===== config.mk =====
export PLATFORM = sky130hd
export DESIGN_NAME = okvt_cell
export DESIGN_NICKNAME = d
export VERILOG_FILES = /design/src/design/okvt_pkg.sv /design/src/design/okvt_cell.sv
export SDC_FILE = /design/constraint.sdc
export NUM_CORES = 1
export LEC_CHECK = 0
export BUFFER_PORTS_ARGS = -buffer_cell sky130_fd_sc_hd__buf_2
export CAP_MARGIN = 20
export CORE_AREA = 2 2 206 208
export CTS_CLUSTER_DIAMETER = 40
export DETAILED_ROUTE_END_ITERATION = 16
export DIE_AREA = 0 0 208 210
export GPL_TIMING_DRIVEN = 0
export REMOVE_ABC_BUFFERS = 1
export SYNTH_ARGS = -nofsm -noshare
export SYNTH_HDL_FRONTEND = slang
export SYNTH_SLANG_ARGS = --single-unit

===== constraint.sdc =====
create_clock -name clk -period 5.7 [get_ports clk]
set_input_delay 1.14 -clock clk [delete_from_list [all_inputs] [get_ports clk]]
set_output_delay 1.14 -clock clk [all_outputs]
set_load 0.05 [all_outputs]

===== src/design/okvt_pkg.sv =====
// shared types and constants for the ordered key/value table
// no dependencies; imported by every module of the block
package okvt_pkg;

    localparam int CAPACITY   = 64;
    localparam int KEY_BITS   = 64;
    localparam int VALUE_BITS = 64;

    // widths of the fixed stream fields
    localparam int FIELD_W    = 64;
    localparam int COUNT_W    = 7;
    localparam int IN_DATA_W  = 2 * FIELD_W;
    localparam int OUT_PAY_W  = 2 * FIELD_W + COUNT_W;
    localparam int OUT_DATA_W = ((OUT_PAY_W + 7) / 8) * 8;

    localparam int IDX_W = $clog2(CAPACITY);
    localparam int CNT_W = $clog2(CAPACITY + 1);

    typedef enum logic [1:0] {
        K_ADD    = 2'd0,
        K_SEARCH = 2'd1,
        K_REMOVE = 2'd2,
        K_DUMP   = 2'd3
    } kind_t;

    typedef enum logic [1:0] {
        ST_OK    = 2'd0,
        ST_FULL  = 2'd1,
        ST_MISS  = 2'd2,
        ST_EMPTY = 2'd3
    } status_t;

    typedef enum logic [1:0] {
        S_IDLE,
        S_SCAN,
        S_DUMP
    } state_t;

    // what every cell does in a cycle
    typedef enum logic [1:0] {
        C_HOLD,
        C_LOAD,
        C_KEEP,
        C_DROP
    } cell_op_t;

    typedef struct packed {
        cell_op_t         op;
        logic [IDX_W-1:0] wr_idx;
        logic [IDX_W-1:0] tail_idx;
    } cell_ctl_t;

    typedef struct packed {
        state_t           state;
        logic [CNT_W-1:0] occ;
        logic [CNT_W-1:0] steps;
    } ctl_status_t;

endpackage


===== src/design/okvt_cell.sv =====
// one storage cell of the table chain: a key/value pair
// depends on okvt_pkg
module okvt_cell
    import okvt_pkg::*;
(
    input  logic                  clk,
    input  logic [IDX_W-1:0]      idx,
    input  cell_ctl_t             ctl,
    input  logic [KEY_BITS-1:0]   new_key,
    input  logic [VALUE_BITS-1:0] new_value,
    input  logic [KEY_BITS-1:0]   nb_key,
    input  logic [VALUE_BITS-1:0] nb_value,
    input  logic [KEY_BITS-1:0]   head_key,
    input  logic [VALUE_BITS-1:0] head_value,
    output logic [KEY_BITS-1:0]   key,
    output logic [VALUE_BITS-1:0] value
);

    logic [KEY_BITS-1:0]   key_reg;
    logic [KEY_BITS-1:0]   key_next;
    logic [VALUE_BITS-1:0] value_reg;
    logic [VALUE_BITS-1:0] value_next;

    always_comb
    begin
        key_next   = key_reg;
        value_next = value_reg;
        unique case (ctl.op)
            C_HOLD:
            begin
            end
            C_LOAD:
            begin
                if (idx == ctl.wr_idx)
                begin
                    key_next   = new_key;
                    value_next = new_value;
                end
            end
            C_KEEP:
            begin
                // rotate inside the window: the head wraps to the tail
                if (idx == ctl.tail_idx)
                begin
                    key_next   = head_key;
                    value_next = head_value;
                end
                else if (idx < ctl.tail_idx)
                begin
                    key_next   = nb_key;
                    value_next = nb_value;
                end
            end
            C_DROP:
            begin
                // head falls out, window shrinks by one
                if (idx < ctl.tail_idx)
                begin
                    key_next   = nb_key;
                    value_next = nb_value;
                end
            end
            default:
            begin
            end
        endcase
    end

    always_ff @(posedge clk)
    begin
        key_reg   <= key_next;
        value_reg <= value_next;
    end

    assign key   = key_reg;
    assign value = value_reg;

endmodule


==> out/qor.yml <==
vdd_drop_max_mv: 0.149
drive_above_1_share_pct: 50.7
nNetsFinal: 1651
synth_top_area_share_pct: 45.6
grt_pass1_vias: 7996
maxSlewHeadroom_pct: 35.8
hold_path_class: "flip-flop to flip-flop"
grt_overflow: 0
cp_common_cell: "buf_16"
comb_power_share_pct: 30.0
drv_cap: 0
fmax_ghz: 0.283
cts-root-buf: "clkbuf_16"
drc: 0
arrival_ns: 3.67
switchingPower_mw: 1.09
period_share_pct: 62.0
cts.sink_count: 128
avgViaCountPerCell: 4.48
crit_path_end_kind: "flip-flop"
num_vias: 8032
ctsLongestPathBuffers: 2
cts_tree: "yes"
outcome: "completed"
rows: 75
cpLargestDelayFamily: "simple AND/OR/NAND/NOR gates"
synth_cell_type_count: 28
cp_cell_sequence: "buf_2 > ha_1 > nand4_2 > nor3_4 > buf_16 > buf_8 > nand2b_4 > buf_16 > o221ai_1"
ioPinCount: 533
internal-power_mw: 2.14
hold_viol: 0
initial_core_util_pct: 20.3
yosysWarnings: 0
clkLatencyLatePin_ns: 0.43
worstMarginPinSlew_ns: 0.963
grt_max_degree: 131
syn2layout_area_growth_pct: 45.8
dp_hpwl_mm: 23.3
rsz0062_at_grt: "no"
synth_top_area_cell: "edfxtp_1"
cts_setup_buffers: 0
drv_slew: 0
p_leak_nw: 5.46
seq_area_frac_synth_pct: 45.6
min_period_ns: 3.54
wl_mm: 30.0
finalSetupViolCount: 0
worstPathRequired_ns: 5.83
p_sw_share_pct: 33.7
p_clk_share_pct: 33.0
dr.first_iter.drc_count: 441
postCtsResizedCells: 0
drt-wirelength-per-cell_um: 16.7
worst-path-buf-inv: 4
synthCells: 741
grt_pass1_wl_mm: 44.8
cts_buffers: 17
layout_common_cells: "531 x buf_2, 128 x mux2i_1, 128 x edfxtp_1, 68 x inv_1"
clk_pin_slew_ns: 0.06
finClkSkew_ns: 0
yosys-top-cells-area: "edfxtp_1 46%, mux2i_1 15%, o221ai_2 9.6%"
final_common_cell: "buf_2"
seqPwrFrac_pct: 37.0
critPathLaunchType: "input port"
netlist_area_mm2: 0.00843
synth-seq-cells: 128
power_mw: 3.22
grtUsageTotal_pct: 13.2
ant_nets: 0
io_buffers: 532
syn_avg_cell_area_um2: 11.4
routabilityCongestion: 0.954
critPathSlowestCell: "nor3_4"
power.density_mw_per_mm2: 262
cp_slowest_stage_delay_ns: 0.41
dieArea_mm2: 0.0437
die_h_um: 210
crit_path_max_fanout: 58
crit_type: "input port to flip-flop"
core_mm2: 0.0415
first_pass_iters: 4
holdBufCountCts: 0
die_w_um: 208
utilization_pct: 29.6
antenna_found_initial: 2
htreeDepth: 4
-- tightest hold or removal path, stage by stage, from the launching register on --
cell	delay, ns
edfxtp_1	0.34
mux2i_1	0.07
o21ai_1	0.10
-- final cells by class --
class | instances | area, um^2
fillers | 4370 | 29200
multi-input cells | 475 | 3870
flip-flops and latches | 128 | 3840
repair buffers | 550 | 3090
well taps | 539 | 674
clock buffers | 18 | 429
inverters | 68 | 255
clock inverters | 14 | 124
diodes | 1 | 2.50
-- power by group through the flow --
stage,combinational [mW],sequential [mW],clock (mW)
after global routing,1.03,1.20,1.15
after detailed placement,0.976,1.21,0
after floorplan,0.383,1.50,0
after global placement,1.02,1.22,0
after CTS,0.974,1.19,1.11
final,0.967,1.19,1.06
-- logic make-up after synthesis --
kind of cell	after synthesis	synth area share [%]
xor gates and xnor gates	6	0.623
adders and majority gates	6	0.890
buffers and inverters	138	8.87
AOI/OAI and AO/OA	200	19.7
and+or+nand+nor	135	9.13
DFF	128	45.6
muxes	128	15.2
-- path summary, 6_finish.rpt --
path | cells past startpoint | start | slack, ns | end
setup / recovery | 9 | idx[5] | 2.16 | key[59]
hold / removal | 2 | key[61] | 0.63 | key[61]
setup reg to reg | 2 | key[59] | 4.35 | key[59]
hold reg to reg | 2 | key[61] | 0.63 | key[61]
-- routing by layer --
layer | vias up | GRT usage (%) | routed length, um | part of all wire, %
li1 | 3841 | - | - | -
met1 | 3781 | 16.3 | 12600 | 42
met2 | 368 | 22.0 | 14500 | 49
met3 | 40 | 3.58 | 2070 | 6.9
met4 | 2 | 4.89 | 714 | 2.4
met5 | - | 0 | 13 | 0.043
-- synth_stat cells --
library cell	number
a41o_1	1
nand2_1	2
o221ai_1	8
buf_12	4
nor2_1	1
nand4_2	1
buf_1	3
clkbuf_2	5
xnor2_1	1
buf_8	9
edfxtp_1	128
nor3_2	1
nand3_1	61
o221ai_2	54
nor2b_1	67
nand2b_1	1
buf_2	10
buf_6	4
buf_4	4
nor3_1	1
o21ai_1	67
ha_1	6
xor2_1	5
a31oi_1	67
a21oi_1	3
mux2i_1	128
inv_1	68
clkbuf_1	31
-- stage by stage --
step           setup TNS, ns  hold slack, ns  worst slack (ns)  std cells  cell area, um^2
6_report                   0           0.626              2.16       1793            12300
5_1_grt                    0           0.649              2.01       1793            12300
4_1_cts                    0           0.630              2.18       1792            12300
3_5_place_dp               0           0.615              1.70       1760            11700
3_3_place_gp        -1527.04           0.606             -8.96       1742            11300
2_1_floorplan        -443.83           0.962             -3.68        671             7940
Note: power is estimated with default switching activity, not from simulation.
