**src/design/okvt_pkg.sv**
```systemverilog
// shared types and constants for the ordered key/value table
// no dependencies; imported by every module of the block
package okvt_pkg;

    localparam int CAPACITY   = 64;
    localparam int KEY_BITS   = 64;
    localparam int VALUE_BITS = 64;

    // widths of the fixed stream fields
    localparam int FIELD_W    = 64;
    localparam int COUNT_W    = 7;
    localparam int IN_DATA_W  = 2 * FIELD_W;
    localparam int OUT_PAY_W  = 2 * FIELD_W + COUNT_W;
    localparam int OUT_DATA_W = ((OUT_PAY_W + 7) / 8) * 8;

    localparam int IDX_W = $clog2(CAPACITY);
    localparam int CNT_W = $clog2(CAPACITY + 1);

    typedef enum logic [1:0] {
        K_ADD    = 2'd0,
        K_SEARCH = 2'd1,
        K_REMOVE = 2'd2,
        K_DUMP   = 2'd3
    } kind_t;

    typedef enum logic [1:0] {
        ST_OK    = 2'd0,
        ST_FULL  = 2'd1,
        ST_MISS  = 2'd2,
        ST_EMPTY = 2'd3
    } status_t;

    typedef enum logic [1:0] {
        S_IDLE,
        S_SCAN,
        S_DUMP
    } state_t;

    // what every cell does in a cycle
    typedef enum logic [1:0] {
        C_HOLD,
        C_LOAD,
        C_KEEP,
        C_DROP
    } cell_op_t;

    typedef struct packed {
        cell_op_t         op;
        logic [IDX_W-1:0] wr_idx;
        logic [IDX_W-1:0] tail_idx;
    } cell_ctl_t;

    typedef struct packed {
        state_t           state;
        logic [CNT_W-1:0] occ;
        logic [CNT_W-1:0] steps;
    } ctl_status_t;

endpackage

```
**src/design/okvt_ctrl.sv**
```systemverilog
// sequencer of the table: occupancy, scan counter, match capture, result register
// depends on okvt_pkg; drives the cell chain through cell_ctl_t
module okvt_ctrl
    import okvt_pkg::*;
(
    input  logic                  clk,
    input  logic                  rst_n,
    input  logic                  in_valid,
    output logic                  in_ready,
    input  logic [1:0]            in_kind,
    input  logic [FIELD_W-1:0]    in_key,
    input  logic [FIELD_W-1:0]    in_value,
    input  logic [KEY_BITS-1:0]   head_key,
    input  logic [VALUE_BITS-1:0] head_value,
    output cell_ctl_t             ctl,
    output logic [KEY_BITS-1:0]   new_key,
    output logic [VALUE_BITS-1:0] new_value,
    output logic                  res_valid,
    input  logic                  res_ready,
    output logic [1:0]            res_status,
    output logic [FIELD_W-1:0]    res_key,
    output logic [FIELD_W-1:0]    res_value,
    output logic [COUNT_W-1:0]    res_count,
    output logic                  res_last,
    output ctl_status_t           status
);

    state_t                state_reg;
    state_t                state_next;
    logic [CNT_W-1:0]      occ_reg;
    logic [CNT_W-1:0]      occ_next;
    logic [CNT_W-1:0]      steps_reg;
    logic [CNT_W-1:0]      steps_next;
    logic                  hit_reg;
    logic                  hit_next;
    logic                  rem_reg;
    logic                  rem_next;
    logic [KEY_BITS-1:0]   skey_reg;
    logic [KEY_BITS-1:0]   skey_next;
    logic [KEY_BITS-1:0]   mkey_reg;
    logic [KEY_BITS-1:0]   mkey_next;
    logic [VALUE_BITS-1:0] mval_reg;
    logic [VALUE_BITS-1:0] mval_next;

    logic                  ov_reg;
    logic                  ov_next;
    logic [1:0]            ost_reg;
    logic [1:0]            ost_next;
    logic [FIELD_W-1:0]    okey_reg;
    logic [FIELD_W-1:0]    okey_next;
    logic [FIELD_W-1:0]    oval_reg;
    logic [FIELD_W-1:0]    oval_next;
    logic [CNT_W-1:0]      ocnt_reg;
    logic [CNT_W-1:0]      ocnt_next;
    logic                  olast_reg;
    logic                  olast_next;

    logic                  out_free;
    logic                  accept;
    logic                  head_hit;
    logic [CNT_W-1:0]      occ_dec;
    logic [CNT_W-1:0]      occ_inc;
    kind_t                 kind;

    assign out_free = !ov_reg || res_ready;
    assign in_ready = (state_reg == S_IDLE) && out_free;
    assign accept   = in_valid && in_ready;
    assign head_hit = (head_key == skey_reg);
    assign occ_dec  = occ_reg - 1'b1;
    assign occ_inc  = occ_reg + 1'b1;
    assign kind     = kind_t'(in_kind);

    assign new_key   = in_key[KEY_BITS-1:0];
    assign new_value = in_value[VALUE_BITS-1:0];

    // next state
    always_comb
    begin
        state_next = state_reg;
        unique case (state_reg)
            S_IDLE:
            begin
                if (accept)
                begin
                    unique case (kind)
                        K_ADD:    state_next = S_IDLE;
                        K_SEARCH: state_next = S_SCAN;
                        K_REMOVE: state_next = S_SCAN;
                        K_DUMP:   state_next = (occ_reg == '0) ? S_IDLE : S_DUMP;
                        default:  state_next = S_IDLE;
                    endcase
                end
            end
            S_SCAN:
            begin
                if (steps_reg == '0 && out_free)
                    state_next = S_IDLE;
            end
            S_DUMP:
            begin
                if (out_free && steps_reg == CNT_W'(1))
                    state_next = S_IDLE;
            end
            default: state_next = S_IDLE;
        endcase
    end

    // datapath and outputs
    always_comb
    begin
        occ_next    = occ_reg;
        steps_next  = steps_reg;
        hit_next    = hit_reg;
        rem_next    = rem_reg;
        skey_next   = skey_reg;
        mkey_next   = mkey_reg;
        mval_next   = mval_reg;
        ov_next     = ov_reg && !res_ready;
        ost_next    = ost_reg;
        okey_next   = okey_reg;
        oval_next   = oval_reg;
        ocnt_next   = ocnt_reg;
        olast_next  = olast_reg;
        ctl.op       = C_HOLD;
        ctl.wr_idx   = occ_reg[IDX_W-1:0];
        ctl.tail_idx = occ_dec[IDX_W-1:0];

        unique case (state_reg)
            S_IDLE:
            begin
                if (accept)
                begin
                    unique case (kind)
                        K_ADD:
                        begin
                            ov_next    = 1'b1;
                            okey_next  = '0;
                            oval_next  = '0;
                            olast_next = 1'b1;
                            if (occ_reg >= CNT_W'(CAPACITY))
                            begin
                                ost_next  = ST_FULL;
                                ocnt_next = occ_reg;
                            end
                            else
                            begin
                                ctl.op    = C_LOAD;
                                occ_next  = occ_inc;
                                ost_next  = ST_OK;
                                ocnt_next = occ_inc;
                            end
                        end
                        K_SEARCH, K_REMOVE:
                        begin
                            skey_next  = in_key[KEY_BITS-1:0];
                            steps_next = occ_reg;
                            hit_next   = 1'b0;
                            rem_next   = (kind == K_REMOVE);
                        end
                        K_DUMP:
                        begin
                            steps_next = occ_reg;
                            if (occ_reg == '0)
                            begin
                                ov_next    = 1'b1;
                                ost_next   = ST_EMPTY;
                                okey_next  = '0;
                                oval_next  = '0;
                                ocnt_next  = occ_reg;
                                olast_next = 1'b1;
                            end
                        end
                        default:
                        begin
                        end
                    endcase
                end
            end
            S_SCAN:
            begin
                if (steps_reg != '0)
                begin
                    steps_next = steps_reg - 1'b1;
                    if (!hit_reg && head_hit)
                    begin
                        hit_next  = 1'b1;
                        mkey_next = head_key;
                        mval_next = head_value;
                        if (rem_reg)
                        begin
                            ctl.op   = C_DROP;
                            occ_next = occ_dec;
                        end
                        else
                            ctl.op = C_KEEP;
                    end
                    else
                        ctl.op = C_KEEP;
                end
                else if (out_free)
                begin
                    ov_next    = 1'b1;
                    ost_next   = hit_reg ? ST_OK : ST_MISS;
                    okey_next  = (hit_reg && !rem_reg) ? FIELD_W'(mkey_reg) : '0;
                    oval_next  = (hit_reg && !rem_reg) ? FIELD_W'(mval_reg) : '0;
                    ocnt_next  = occ_reg;
                    olast_next = 1'b1;
                end
            end
            S_DUMP:
            begin
                if (out_free)
                begin
                    ctl.op     = C_KEEP;
                    steps_next = steps_reg - 1'b1;
                    ov_next    = 1'b1;
                    ost_next   = ST_OK;
                    okey_next  = FIELD_W'(head_key);
                    oval_next  = FIELD_W'(head_value);
                    ocnt_next  = occ_reg;
                    olast_next = (steps_reg == CNT_W'(1));
                end
            end
            default:
            begin
            end
        endcase
    end

    always_ff @(posedge clk or negedge rst_n)
    begin
        if (!rst_n)
        begin
            state_reg <= S_IDLE;
            occ_reg   <= '0;
            steps_reg <= '0;
            hit_reg   <= 1'b0;
            rem_reg   <= 1'b0;
            ov_reg    <= 1'b0;
        end
        else
        begin
            state_reg <= state_next;
            occ_reg   <= occ_next;
            steps_reg <= steps_next;
            hit_reg   <= hit_next;
            rem_reg   <= rem_next;
            ov_reg    <= ov_next;
        end
    end

    always_ff @(posedge clk)
    begin
        skey_reg  <= skey_next;
        mkey_reg  <= mkey_next;
        mval_reg  <= mval_next;
        ost_reg   <= ost_next;
        okey_reg  <= okey_next;
        oval_reg  <= oval_next;
        ocnt_reg  <= ocnt_next;
        olast_reg <= olast_next;
    end

    assign res_valid  = ov_reg;
    assign res_status = ost_reg;
    assign res_key    = okey_reg;
    assign res_value  = oval_reg;
    assign res_count  = COUNT_W'(ocnt_reg);
    assign res_last   = olast_reg;

    assign status.state = state_reg;
    assign status.occ   = occ_reg;
    assign status.steps = steps_reg;

endmodule

```
**config.mk**
```make
export PLATFORM = sky130hd
export DESIGN_NAME = okvt_ctrl
export DESIGN_NICKNAME = d
export VERILOG_FILES = /design/src/design/okvt_pkg.sv /design/src/design/okvt_ctrl.sv
export SDC_FILE = /design/constraint.sdc
export NUM_CORES = 1
export LEC_CHECK = 0
export ABC_AREA = 1
export BUFFER_PORTS_ARGS = -buffer_cell sky130_fd_sc_hd__buf_2
export CAP_MARGIN = 20
export CELL_PAD_IN_SITES_DETAIL_PLACEMENT = 0
export CELL_PAD_IN_SITES_GLOBAL_PLACEMENT = 1
export CORE_ASPECT_RATIO = 1.1
export CORE_MARGIN = 5
export CORE_UTILIZATION = 34
export CTS_CLUSTER_DIAMETER = 40
export DETAILED_ROUTE_END_ITERATION = 7
export GPL_ROUTABILITY_DRIVEN = 0
export HOLD_SLACK_MARGIN = 0.02
export PLACE_DENSITY_LB_ADDON = 0.25
export SLEW_MARGIN = 10
export SYNTH_ARGS = -nofsm -noshare
export SYNTH_HDL_FRONTEND = slang
export SYNTH_SLANG_ARGS = --single-unit
export TNS_END_PERCENT = 50
```
**constraint.sdc**
```tcl
create_clock -name clk -period 15.2 [get_ports clk]
set_clock_uncertainty 0.05 [all_clocks]
set_input_delay 2.28 -clock clk [delete_from_list [all_inputs] [get_ports clk]]
set_output_delay 2.28 -clock clk [all_outputs]
set_load 0.02 [all_outputs]
```
==> flow_metrics.tcl <==
set metrics [dict create \
    status "complete, no violations" \
    hp-class "reg -> reg" \
    yosys-top-cells-area "edfxtp_1 61%, nand2_1 8.8%, buf_4 6.2%" \
    antenna_found_initial 13 \
    synth.distinct_cells 36 \
    cts_max_level 2 \
    cp_data_arrival_time_ns 4.20 \
    peakVddDrop_mv 0.177 \
    p_clk_share_pct 32.4 \
    routed_wl_um 55000 \
    hold_viol_final 0 \
    clock_latency_ns 0.60 \
    met1Wirelength_um 22100 \
    power_density_nw_per_um2 205 \
    hold_slack_ns 0.514 \
    startpoint_type "input pin" \
    grt_max_degree 96 \
    ys_ff_latch 349 \
    p_switching_uw 1640 \
    setup_viol 0 \
    wl_met3_um 4060 \
    syn-num-nets 1851 \
    synth_top_area_share_pct 60.6 \
    max_slew.worst_pin.slew_ns 1.05 \
    numCtsBuffers 59 \
    cts_root_buf "clkbuf_16" \
    grt_usage_pct 20.1 \
    dr.first_iter.drc_count 916 \
    maxCapViolCount 0 \
    area_growth_pct 23.8 \
    via_count 12312 \
    dr.pass1.iters 5 \
    gr-total-overflow 0 \
    synthCells 1576 \
    drc_errors 0 \
    swShare_pct 39.5 \
    max_freq_mhz 153 \
    grt_pass1_vias 12254 \
    finalPower_uw 4150 \
    ios 560 \
    placed_cells 2466 \
    slew_headroom_pct 30.0 \
    cts_hold_buffers 0 \
    fillCellCount 4660 \
    final_area_um2 20200 \
    io_buffers 431 \
    rsz0062_at_grt "no" \
    cts_setup_buffers 0 \
    die_x_um 219 \
    start_util_pct 34.2 \
    core_area_um2 47700 \
    placed_area_um2 18200 \
    synth.avg_cell_area_um2 10.4 \
    critPathKind "in -> out" \
    drive_gt1_share_pct 28.9 \
    dp_hpwl_um 38700 \
    cts_tree "yes" \
    end_kind "output pin" \
    num-nets-final 2157 \
    placementRows 84 \
    power_frac_seq_pct 35.0 \
    drv_slew 0 \
    timing.final.crit_share_pct 43.0 \
    fin_cells 2583 \
    routedWlPerCell_um 21.3 \
    cts.sinks 349 \
    cts.repair.resized 0 \
    cp.required_ns 12.87 \
    yosysTopAreaCell "edfxtp_1" \
    clockBufferDepth 3 \
    intPower_uw 2510 \
    top_layer "met5" \
    fin_crit_ns 6.53 \
    die_area_um2 52600 \
    grt_pass1_wl_um 78700 \
    yosys_warnings 0 \
    vias_per_cell 4.77 \
    p_leak_uw 0.00822 \
    ant_nets 0 \
    die-height_um 240 \
    synthesis.area_um2 16300 \
    totalNegativeSetupSlack_ns 0 \
    wl_met2_um 27100 \
    comb_power_share_pct 32.7 \
    path_max_fanout 3 \
    ys_seq_area_share_pct 63.6 \
    clkSlewWorstSetupHoldPaths_ns 0.05 \
]
## metrics by stage
step | setup WS [ns] | util, %
2_1_floorplan | 4.49 | -
3_3_place_gp | 8.64 | 38.1
3_5_place_dp | 8.66 | 38.1
4_1_cts | 8.64 | 42.4
5_1_grt | 8.60 | 42.4
6_report | 8.67 | 42.4
## area by class of cell
type,instances,area [µm²],share of cell area [%]
Antenna cell,6,15.0,0.0742
Clock buffer,65,1540,7.62
Clock inverter,46,479,2.37
Inverter,142,538,2.66
Multi-Input combinational cell,886,4200,20.8
Sequential cell,349,10400,51.4
Tap cell,645,807,3.99
Timing Repair Buffer,444,2250,11.1
## synthesized netlist by cell type, drive strengths merged
| library cell | instances |
|---|---|
| nand2 | 383 |
| edfxtp | 330 |
| buf | 158 |
| nand3 | 154 |
| a21oi | 141 |
| inv | 141 |
| nor2 | 87 |
| clkbuf | 41 |
| o21ai | 39 |
| dfrtp | 19 |
| xor2 | 18 |
| ha | 13 |
| xnor2 | 12 |
| nand4 | 8 |
| nor3 | 7 |
| nor4 | 5 |
| o31ai | 4 |
| a22oi | 3 |
| nand3b | 3 |
| o22ai | 2 |
| a211oi | 1 |
| a31oi | 1 |
| and3 | 1 |
| clkinv | 1 |
| mux2 | 1 |
| o211ai | 1 |
| o21bai | 1 |
| o311ai | 1 |
## routing by layer
| layer | up-vias | GRT usage, % |
|---|---|---|
| met4 | 2 | 7.23 |
| li1 | 5831 | - |
| met3 | 92 | 5.09 |
| met5 | - | 0 |
| met2 | 524 | 34.4 |
| met1 | 5863 | 24.7 |
## power groups by stage
stage / sequential (µW) / clock, µW / combinational [µW]
floorplan: 1720 / 0 / 649
detailed placement: 1470 / 0 / 1390
global route: 1470 / 1420 / 1480
global placement: 1470 / 0 / 1380
finish: 1450 / 1340 / 1360
CTS: 1460 / 1370 / 1390
## critical path: stages
cell and delay, ns:
buf_2 0.12, xnor2_1 0.57, nand2_1 0.13, nor2_1 0.13, nand2_1 0.07, nor2_1 0.11
nand2_1 0.06, nor2_1 0.29, nand3_1 0.11, a21oi_1 0.13, buf_2 0.20
## layout by cell type, fill, tap and decap left out, types with 4 or more instances in the layout
cell type and n:
xor2_1 18, nand2_1 381, ha_1 12, nor2_1 82, bufinv_16 6, buf_2 431
clkinv_1 7, nand3_1 154, clkbuf_1 4, clkinv_2 6, diode_2 6, inv_1 139
clkinv_4 9, nand4_1 8, clkbuf_16 61, inv_6 12, clkinvlp_4 5, xnor2_1 12
dfrtp_1 18, buf_4 13, o31ai_1 4, edfxtp_1 330, a21oi_1 141, nor3_1 7
o21ai_0 39
## final timing paths
check | slack (ns) | from | cells after the start | to
worst min-delay path | 0.51 | steps_reg[6]$_DFFE_PN0P_ | 2 | steps_reg[6]$_DFFE_PN0P_
worst min register to register | 0.51 | steps_reg[6]$_DFFE_PN0P_ | 2 | steps_reg[6]$_DFFE_PN0P_
worst max-delay path | 8.67 | head_key[28] | 11 | ctl[12]
min in group asynchronous | 1.61 | rst_n | 1 | steps_reg[0]$_DFFE_PN0P_
worst max register to register | 11.24 | state_reg[1]$_DFFE_PN0P_ | 7 | mkey_reg[9]$_DFFE_PP_
max in group asynchronous | 13.11 | rst_n | 1 | hit_reg$_DFFE_PN0P_
## cells by family after synthesis
family / Yosys count / share of synthesized area, %
buffers and inverters: 341 / 11.0
and+or+nand+nor: 648 / 16.6
adders and majority gates: 13 / 0.995
DFF: 349 / 63.6
xor gates and xnor gates: 30 / 1.61
muxes: 1 / 0.0689
AOI/OAI and AO/OA: 194 / 6.14
Power figures use the tool's default switching activity.
